## src/design/rea_ram.sv

```systemverilog
// Generic simple dual-port RAM, one write and one registered read port.
// No dependencies.
module rea_ram #(
  parameter int WIDTH = 8,
  parameter int DEPTH = 16
) (
  input  logic                     clk,
  input  logic                     we,
  input  logic [$clog2(DEPTH)-1:0] waddr,
  input  logic [WIDTH-1:0]         wdata,
  input  logic [$clog2(DEPTH)-1:0] raddr,
  output logic [WIDTH-1:0]         rdata
);
  logic [WIDTH-1:0] mem [DEPTH];

  always_ff @(posedge clk) begin
    if (we) begin
      mem[waddr] <= wdata;
    end
    rdata <= mem[raddr];
  end
endmodule

```

## config.mk

```make
export PLATFORM = sky130hd
export DESIGN_NAME = rea_ram
export DESIGN_NICKNAME = d
export VERILOG_FILES = /design/src/design/rea_ram.sv
export SDC_FILE = /design/constraint.sdc
export NUM_CORES = 1
export LEC_CHECK = 0
export BUFFER_PORTS_ARGS = -buffer_cell sky130_fd_sc_hd__buf_2
export CORE_MARGIN = 5
export CORE_UTILIZATION = 40
export CTS_CLUSTER_SIZE = 25
export DETAILED_ROUTE_END_ITERATION = 8
export SYNTH_ARGS = -nofsm -noshare
export SYNTH_HDL_FRONTEND = slang
export SYNTH_SLANG_ARGS = --single-unit
```

## constraint.sdc

```tcl
create_clock -name clk -period 2.37 [get_ports clk]
set_input_delay 0.3555 -clock clk [delete_from_list [all_inputs] [get_ports clk]]
set_output_delay 0.3555 -clock clk [all_outputs]
set_load 0.02 [all_outputs]
```

==> results of run 1 <==
through the flow:
stage / cells / total power, mW / setup WS (ps)
after floorplan: 229 / 2.91 / 522
after global routing: 467 / 5.52 / 888
final: 467 / 5.35 / 955
after CTS: 467 / 5.40 / 989
after global placement: 435 / 3.02 / 553
after detailed placement: 435 / 3.02 / 552
report_power, final:
part	switching, mW	internal (mW)	leakage [nW]
Clock	0.893	1.49	0.280
Combinational	0.152	0.108	0.581
Sequential	0.0158	2.69	1.22
Total	1.06	4.29	2.08
worst max-delay path by stage:
stage	start	endpoint	slack (ps)	cells past startpoint
3_3_place_gp	raddr[0]	rdata[3]	550	5
3_5_place_dp	raddr[0]	rdata[3]	550	5
5_1_grt	raddr[0]	rdata[3]	890	5
2_1_floorplan	waddr[2]	mem[0][0]	520	2
4_1_cts	raddr[0]	rdata[3]	990	5
6_report	raddr[0]	rdata[3]	950	5
worst max-delay path: cells and delay by family:
kind	cells	cell delay [ps]
mux	1	580
simple gates	1	80
compound gates	1	310
buf+inv	2	340
Yosys cell counts (all sizes together):
| cell | count | share of area [%] |
|---|---|---|
| nand3 | 1 | 0.097 |
| and2 | 1 | 0.12 |
| or3b | 1 | 0.17 |
| nand2b | 2 | 0.24 |
| nor2 | 13 | 0.95 |
| mux4 | 32 | 15 |
| dfxtp | 8 | 3.1 |
| nor3 | 4 | 0.39 |
| a22oi | 16 | 2.3 |
| and2b | 1 | 0.15 |
| edfxtp | 128 | 75 |
| nand2 | 9 | 0.66 |
| nor2b | 1 | 0.12 |
| buf | 7 | 1.1 |
| nand3b | 2 | 0.29 |
| clkdlybuf4s25 | 3 | 0.58 |
cell type report:
| class | instances | area share (%) |
|---|---|---|
| Clock inverter | 7 | 0.674 |
| Clock buffer | 25 | 8.42 |
| Sequential cell | 136 | 65.4 |
| Timing Repair Buffer | 44 | 4.78 |
| Multi-Input combinational cell | 83 | 17.3 |
| Tap cell | 172 | 3.51 |
sequential cells by signal, indices dropped and copies added, names as in the netlist:
name and flops:
rdata 8, mem 128
kinds of logic (layout without fill, tap and decap cells):
kind of cell | count (synthesis) | count (layout)
multiplexers | 32 | 32
buffers and inverters | 10 | 76
AND/OR/NAND/NOR | 35 | 35
flip-flops | 136 | 136
AO/OA/AOI/OAI | 16 | 16
routing by layer:
metal,vias up,GRT usage (%),part of all wire [%]
met1,1195,17.7,45
met4,0,6.23,1.7
li1,1081,-,-
met2,40,22.4,51
met5,-,0,0
met3,16,3.57,2.8
==> results by group, run 1 <==
STA
  – Setup Viol. Count Final: 0
  – Fin. max-slew vios: 0
  – Clock skew: 7.81 ps
  – Final min period: 1420 ps
  – Max Clk Rate: 707 MHz
  – Setup tns final: 0 ps
  – RSZ-0062 raised after global routing: no
  – Final hold violations: 0
  – Period utilization: 59.7%
  – Worst hold slack: 331 ps
  – Slew margin rel.: 54.2%
  – Worst slew pin tran: 684 ps

Worst setup path
  – CP max stage delay: 580 ps
  – Reg2Reg Capture Point: rdata[3]
  – Req. time, crit path: 2660 ps
  – Reg2reg start: mem[10][3]
  – Data arrival, critical path: 1700 ps
  – Crit-path slowest cell: mux4_1
  – Worst Setup Start Kind: input pin
  – Critical path cell sequence: buf_2, buf_12, mux4_1, a22oi_1, nand2_1
  – Reg2reg setup slack: 1020 ps
  – CP max FO: 32
  – Worst R2R Path Depth: 3
  – Crit path capture type: flop
  – Crit Path Class: input pin to flop

Global route
  – Vias in the first global route: 2,437
  – Initial antenna violation count: 0
  – GRT Total Usage: 13.8%
  – First-pass GRT wire length: 14.5 mm
  – Largest net degree at the start of global routing: 33
  – Grt ovf: 0

Cells and area
  – Synth-to-layout area growth: 19.0%
  – Seq. cell area: 4000 sq um
  – # diodes: 0
  – Layout Utilization: 48.5%
  – Fillers: 1,052
  – Most frequent cells in the layout: edfxtp_1, buf_2, mux4_2
  – Layout cell share with drive strength beyond 1: 31.2%
  – Multi-input gate area: 1060 sq um
  – Final Cell Area: 6130 sq um
  – Fin nets: 300
  – Commonest non-fill, non-tap cell in the layout: edfxtp_1

CTS
  – CTS tree: done
  – Worst-path clk slew: 50 ps
  – Total CTS buffers: 17
  – Root Driver: clkbuf_16
  – Post-cts sizing count: 0
  – CTS Sinks: 136
  – Post-CTS setup buffer count: 0
  – Level count of the clock H-tree: 4
  – CTS Hold Bufs: 0
  – CTS max path bufs: 2
  – Clock Latency Late Sink: 410 ps

Floorplanning
  – Die area: 15,200 sq um
  – Num rows: 41
  – Boundary pin count: 26
  – CORE AREA: 12,600 sq um
  – Initial Util: 40.8%
  – Die Width: 123 um
  – Die Span Y: 123 um

Place
  – Gpl congestion: 0.708
  – DP Wirelength: 6.20 mm
  – Port Buffers: 25
  – Placement Cell Area: 5570 sq um

Power
  – Leakage power: 2.08 nW
  – Pwr/cell area: 874 nW/um^2
  – Worst VDD drop: 0.469 mV

Logic synthesis
  – Synth warn: 0
  – Post-Synth XOR/XNOR Area: 0%
  – Post-synthesis sequential area ratio: 77.8%
  – Largest family of logic cells by synthesized area: multiplexers
  – Synth Area in Simple Gates: 3.18%
  – Synth Area in Compound Gates: 2.33%
  – Multiplexer share of the synthesized area: 15.0%
  – Syn Inst Count: 229
  – Synthesized Nets: 247
  – Post-Synth Adder-Cell Area: 0%
  – Yosys reg bits: 136
  – Post-synth cell types: 19
  – Syn avg cell area: 22.5 sq um
  – Syn Std Cell Area: 5150 sq um

Worst hold path
  – Hold path depth: 1
  – Worst min path class: input pin to flop
  – Worst hold path startpoint: wdata[1]
  – Worst hold path endpoint: mem[7][1]

Drt
  – Final WL: 9.47 mm
  – Vias per Instance: 4.99
  – Detailed Route Iter0 Violations: 201
  – Detailed-router iteration count before antenna repair: 6
  – Drt drc: 0
  – Avg WL per Cell: 20.3 um
  – Final ANT Viol Nets: 0
  – Via Count: 2,332

Run status
  – Status: finished clean

Run
  – Max Cap Viol: 0
No activity file was read; power rests on OpenSTA's default activity.
==> run 2, diff against run 1 <==
==> constraint.sdc (replaced) <==
create_clock -name clk -period 1.15 [get_ports clk]
set_input_delay 0.1725 -clock clk [delete_from_list [all_inputs] [get_ports clk]]
set_output_delay 0.1725 -clock clk [all_outputs]
set_load 0.02 [all_outputs]
==> run 2 against run 1 <==
The flow now finishes with violations (setup timing). Clock skew down 0.92 ps. Cell count grew 1.3%. Die area is the same. Register-to-register slack worse by 1100 ps. Core utilization grew 1.7 points. Via count increased by 3.5%. Design area increased by 3.4%. Sequential power is 110% higher. Worst hold slack got worse by 180 ps. Power up 120%.
==> results by group, run 2 (synthesis gave the netlist of run 1 again) <==
STA
  – Setup ws final: -113 ps (-1070 ps)
  – Final hold violations: 0 (unchanged)
  – Final min period: 1260 ps
  – RSZ-0062 raised after global routing: yes
  – Setup Viol. Count Final: 8 (+8)
  – Clock skew: 6.88 ps (-0.924 ps)
  – Worst slew pin tran: 946 ps (+262 ps)
  – Period utilization: 110%
  – Slew margin rel.: 36.8% (-17 points)
  – Worst hold slack: 153 ps (-179 ps)
  – Max Clk Rate: 792 MHz
  – Fin. max-slew vios: 0 (unchanged)

Cells and area
  – Layout Utilization: 50.2% (+1.7 points)
  – Commonest non-fill, non-tap cell in the layout: edfxtp_1
  – Synth-to-layout area growth: 23.1%
  – Final Cell Area: 6340 sq um (+3.4%)
  – Fin nets: 307 (+2.3%)
  – Top Registers: mem x128, rdata x8
  – Fillers: 1,045 (-0.67%)
  – Largest Register: mem
  – Most frequent cells in the layout: edfxtp_1, mux4_2, buf_2
  – Layout cell share with drive strength beyond 1: 43.2% (+12 points)
  – # diodes: 0 (unchanged)
  – Max reg flops: 128 (unchanged)

CTS
  – Clock Latency Late Sink: 410 ps (about the same)
  – CTS tree: done
  – Root Driver: clkbuf_16
  – CTS Hold Bufs: 0 (unchanged)
  – CTS max path bufs: 2 (unchanged)
  – CTS Sinks: 136 (unchanged)
  – Worst-path clk slew: 60 ps (about the same)
  – Level count of the clock H-tree: 4 (unchanged)
  – Total CTS buffers: 17 (unchanged)

Drt
  – Via Count: 2,414 (+3.5%)
  – Drt drc: 0 (unchanged)
  – Avg WL per Cell: 21.5 um (+5.7%)
  – Detailed-router iteration count before antenna repair: 4 (-2)
  – Final WL: 10.1 mm (+7.1%)
  – Vias per Instance: 5.10 (+2.2%)
  – Detailed Route Iter0 Violations: 260 (+29%)
  – Final ANT Viol Nets: 0 (unchanged)

Place
  – Placement Cell Area: 5690 sq um (+2.1%)
  – Post-place setup slack: -476 ps (-1030 ps)
  – Gpl congestion: 0.684 (-3.4%)
  – Port Buffers: 25 (unchanged)
  – DP Wirelength: 6.64 mm (+7.0%)

Global route
  – GRT Total Usage: 14.6% (+0.78 points)
  – Largest net degree at the start of global routing: 21 (-36%)
  – Vias in the first global route: 2,430 (-0.29%)
  – Initial antenna violation count: 0 (unchanged)
  – Grt ovf: 0 (unchanged)
  – First-pass GRT wire length: 15.5 mm (+6.4%)

Worst setup path
  – Buf+Inv Stages, Crit Path: 0 (-2)
  – Crit-path slowest cell: mux4_2
  – Reg2Reg Capture Point: rdata[5]
  – CP max stage delay: 480 ps (-100 ps)
  – Req. time, crit path: 1440 ps (-1220 ps)
  – Reg2reg setup slack: -110 ps (-1130 ps)
  – Worst R2R Path Depth: 3 (unchanged)
  – Reg2reg start: mem[11][5]
  – CP max FO: 1 (-97%)
  – Crit Path Class: flop to flop
  – Worst setup endpoint: rdata[5]
  – Crit path launch: mem[11][5]
  – Data arrival, critical path: 1560 ps (-140 ps)
  – Top delay family on crit path: multiplexers
  – Critical path cell sequence: mux4_2, a22oi_2, nand2_1
  – Critical Path Stages: 3 (-2)
  – Worst Setup Start Kind: flop
  – Crit path capture type: flop

Floorplanning
  – Die Width: 123 um (unchanged)
  – Die Span Y: 123 um (unchanged)
  – Die area: 15,200 sq um (unchanged)
  – Initial Util: 40.8% (unchanged)
  – Boundary pin count: 26 (unchanged)
  – Num rows: 41 (unchanged)
  – CORE AREA: 12,600 sq um (unchanged)

Power
  – Worst VDD drop: 1.03 mV (+120%)
  – Leakage power: 2.10 nW (+0.92%)
  – Pwr/cell area: 1840 nW/um^2 (+110%)

Worst hold path
  – Worst hold path startpoint: wdata[2]
  – Worst min path class: input pin to flop

Run status
  – Status: finished with violations
  – Failing checks: setup timing

Run
  – Max Cap Viol: 0 (unchanged)
==> run 2: cell count changes in the layout (fill, tap and decap cells not counted), sizes merged <==
cell,delta
clkbuf,-6
clkinv,-1
clkinvlp,+2
buf,+7
inv,+1
bufinv,+3
==> run 2: timing repair <==
action                                  CTS  global route
setup buffers                             0             0
gates resized for setup                   9             3
endpoints found under the setup margin    8            10
pin swaps                                 0             1
gates cloned                              0             0
==> run 2: final cells by class <==
type | count | area [sq um] | area share, %
timing repair buffer | 51 | 413 | 6.52
multi-input combinational | 83 | 1100 | 17.4
clock buffer | 19 | 453 | 7.15
tap | 172 | 215 | 3.40
clock inverter | 12 | 150 | 2.37
sequential | 136 | 4000 | 63.2
==> run 2: how the worst min path moves through the flow <==
stage / slack [ps] / depth (start not counted) / endpoint
finish: 150 / 1 / mem[8][2]
global route: 160 / 1 / mem[10][2]
CTS: 150 / 1 / mem[3][3]
detailed placement: 580 / 1 / mem[3][3]
global placement: 560 / 1 / mem[7][6]
floorplan: 270 / 0 / mem[0][0]
==> run 2: routing by layer <==
layer | routed length, um | part of all wire, % | global-route usage [%]
met1 | 4500 | 44 | 20.9
met3 | 693 | 6.8 | 4.25
met4 | 169 | 1.7 | 6.02
met2 | 4780 | 47 | 21.2
met5 | 0 | 0 | 0
==> run 2: through the flow <==
step	TNS (ps)	total power [mW]	std cells
floorplan	-2180	6.03	229
global placement	-23600	6.29	442
finish	-680	11.6	473
detailed placement	-25280	6.31	442
global route	-1160	12.0	473
CTS	-726	11.7	473
==> run 2: power breakdown <==
group	leakage, nW	total, mW	internal, mW	switching [mW]
Clock	0.293	5.42	3.50	1.92
Sequential	1.22	5.58	5.54	0.0360
Combinational	0.588	0.640	0.282	0.358
Total	2.10	11.6	9.33	2.31
==> run 3, diff against run 2 <==
--- a/config.mk
+++ b/config.mk
@@ -7,9 +7,10 @@
 export LEC_CHECK = 0
 export BUFFER_PORTS_ARGS = -buffer_cell sky130_fd_sc_hd__buf_2
 export CORE_MARGIN = 5
-export CORE_UTILIZATION = 40
+export CORE_UTILIZATION = 54
 export CTS_CLUSTER_SIZE = 25
 export DETAILED_ROUTE_END_ITERATION = 8
+export PLACE_DENSITY = 0.74
 export SYNTH_ARGS = -nofsm -noshare
 export SYNTH_HDL_FRONTEND = slang
 export SYNTH_SLANG_ARGS = --single-unit
==> run 3 against run 2 <==
The flow still finishes with violations (setup timing). Clock power is 9.4% lower. Fmax is 3.6% lower. Combinational power grew 7.2%. Critical path depth is the same. Core utilization rose by 18 points. Non-clock buffer count rose by 9. Routed wire length increased by 4.3%. Register-to-register slack got worse by 50 ps. Clock skew hardly changed. Via count grew 5.8%. Critical path type unchanged.
==> results by group, run 3 (synthesis gave the netlist of run 1 again) <==
Run status
  – Status: finished with violations
  – Failing checks: setup timing

Drt
  – Vias per Instance: 5.80 (+14%)
  – Via Count: 2,554 (+5.8%)
  – Avg WL per Cell: 24.1 um (+12%)
  – Drt drc: 0 (unchanged)
  – Final WL: 10.6 mm (+4.3%)
  – Final ANT Viol Nets: 0 (unchanged)
  – Detailed Route Iter0 Violations: 310 (+19%)
  – Detailed-router iteration count before antenna repair: 5 (+1)

Worst setup path
  – Data arrival, critical path: 1690 ps (+130 ps)
  – Worst R2R Path Depth: 3 (unchanged)
  – Crit path capture type: flop
  – CP max FO: 1 (unchanged)
  – Worst Setup Start Kind: flop
  – Reg2Reg Capture Point: rdata[4]
  – Crit path launch: mem[2][4]
  – Crit Path Class: flop to flop
  – Worst setup endpoint: rdata[4]
  – Reg2reg setup slack: -160 ps (-50 ps)
  – Reg2reg start: mem[2][4]
  – Req. time, crit path: 1530 ps (+90 ps)

Power
  – Pwr/cell area: 1760 nW/um^2 (-4.3%)
  – Total Power: 11.2 mW (-3.9%)
  – Leakage power: 2.15 nW (+2.2%)
  – Worst VDD drop: 0.992 mV (-3.8%)

Floorplanning
  – Die Span Y: 108 um (-13%)
  – Num rows: 35 (-15%)
  – Initial Util: 55.4% (+15 points)
  – CORE AREA: 9280 sq um (-26%)
  – Die area: 11,600 sq um (-24%)
  – Die Width: 108 um (-13%)
  – Boundary pin count: 26 (unchanged)

CTS
  – Root Driver: clkbuf_8
  – Post-CTS setup buffer count: 0 (unchanged)
  – Worst-path clk slew: 60 ps (about the same)
  – CTS tree: done
  – Clock Latency Late Sink: 500 ps (+90 ps)
  – Level count of the clock H-tree: 4 (unchanged)
  – CTS Sinks: 136 (unchanged)
  – Total CTS buffers: 17 (unchanged)
  – CTS Hold Bufs: 0 (unchanged)
  – CTS max path bufs: 2 (unchanged)

Global route
  – Grt ovf: 0 (unchanged)
  – First-pass GRT wire length: 16.5 mm (+6.6%)
  – Initial antenna violation count: 0 (unchanged)
  – Vias in the first global route: 2,704 (+11%)
  – GRT Total Usage: 20.5% (+5.9 points)
  – Largest net degree at the start of global routing: 19 (-9.5%)

STA
  – Setup tns final: -969 ps (-288 ps)
  – Final min period: 1310 ps (+46.9 ps)
  – Slew margin rel.: 40.1% (+3.3 points)
  – Max Clk Rate: 764 MHz (-3.6%)
  – Period utilization: 114% (+4.1 points)
  – Worst hold slack: 55.9 ps (-96.9 ps)
  – Setup ws final: -160 ps (-46.9 ps)
  – RSZ-0062 raised after global routing: yes
  – Worst slew pin tran: 896 ps (-49.7 ps)
  – Setup Viol. Count Final: 8 (unchanged)
  – Clock skew: 7.10 ps (+0.214 ps)
  – Fin. max-slew vios: 0 (unchanged)
  – Final hold violations: 0 (unchanged)

Cells and area
  – Top Registers: mem x128, rdata x8
  – Layout cell share with drive strength beyond 1: 46.0% (+2.8 points)
  – Finished Layout Cells: 440 (-7.0%)
  – Synth-to-layout area growth: 23.6%
  – Most frequent cells in the layout: edfxtp_1, mux4_2, buf_4
  – Fin nets: 316 (+2.9%)
  – # diodes: 0 (unchanged)
  – Largest Register: mem
  – Commonest non-fill, non-tap cell in the layout: edfxtp_1
  – Max reg flops: 128 (unchanged)

Run
  – Max Cap Viol: 0 (unchanged)

Place
  – Gpl congestion: 0.787 (+15%)
  – Port Buffers: 25 (unchanged)
  – # placed instances: 409 (-7.5%)
  – DP Wirelength: 6.79 mm (+2.4%)

Worst hold path
  – Worst min path class: input pin to flop
-- run 3: changes by cell type in the layout (fill, tap and decap cells not counted), moves of 3 or more --
cell and delta:
buf_6 +7, clkbuf_8 +3, buf_2 -6, buf_4 +6, dfxtp_2 +7, dfxtp_1 -7
-- run 3: layout make-up --
cell class	instances	area, sq um
Sequential cell	136	4010
Fill cell	576	2920
Multi-Input combinational cell	83	1090
Timing Repair Buffer	60	547
Clock buffer	23	477
Tap cell	129	161
Clock inverter	9	73.8
-- run 3: routing by layer --
layer / global-route usage, % / share of wire (%) / vias to the layer above
li1: - / - / 1097
met1: 28.6 / 40 / 1321
met2: 32.6 / 52 / 127
met3: 4.14 / 7.7 / 9
met4: 7.30 / 1.1 / 0
met5: 0 / 0 / -
-- run 3: metrics by stage --
stage          worst slack, ps  utilization (%)  instance area (sq um)
3_5_place_dp              -497             61.8                   5730
5_1_grt                   -211             68.5                   6360
4_1_cts                   -151             68.3                   6340
2_1_floorplan             -156                -                   5180
3_3_place_gp              -484             61.8                   5730
6_report                  -160             68.5                   6360
-- run 3: how the worst min path moves through the flow --
stage | end | startpoint | slack [ps] | depth (start not counted)
final | mem[2][7] | wdata[7] | 60 | 1
after global routing | mem[1][0] | wdata[0] | 50 | 1
after CTS | mem[1][0] | wdata[0] | 30 | 1
after detailed placement | mem[1][0] | wdata[0] | 570 | 1
after global placement | mem[8][5] | wdata[5] | 560 | 1
after floorplan | mem[0][0] | wdata[0] | 270 | 0
-- run 3: power by group --
group	internal, mW	switching, mW
clock	3.07	1.84
combinational	0.320	0.366
sequential	5.55	0.0420
-- run 3: repair_timing --
| action | in CTS | in global routing |
|---|---|---|
| setup endpoints to repair | 15 | 13 |
| pin swaps | 2 | 1 |
| resized for setup | 23 | 7 |
-- run 3: worst max-delay path, stage by stage, from the launching register on --
cell,delay (ps)
edfxtp_1,380
mux4_2,490
a22oi_2,210
nand2_1,110
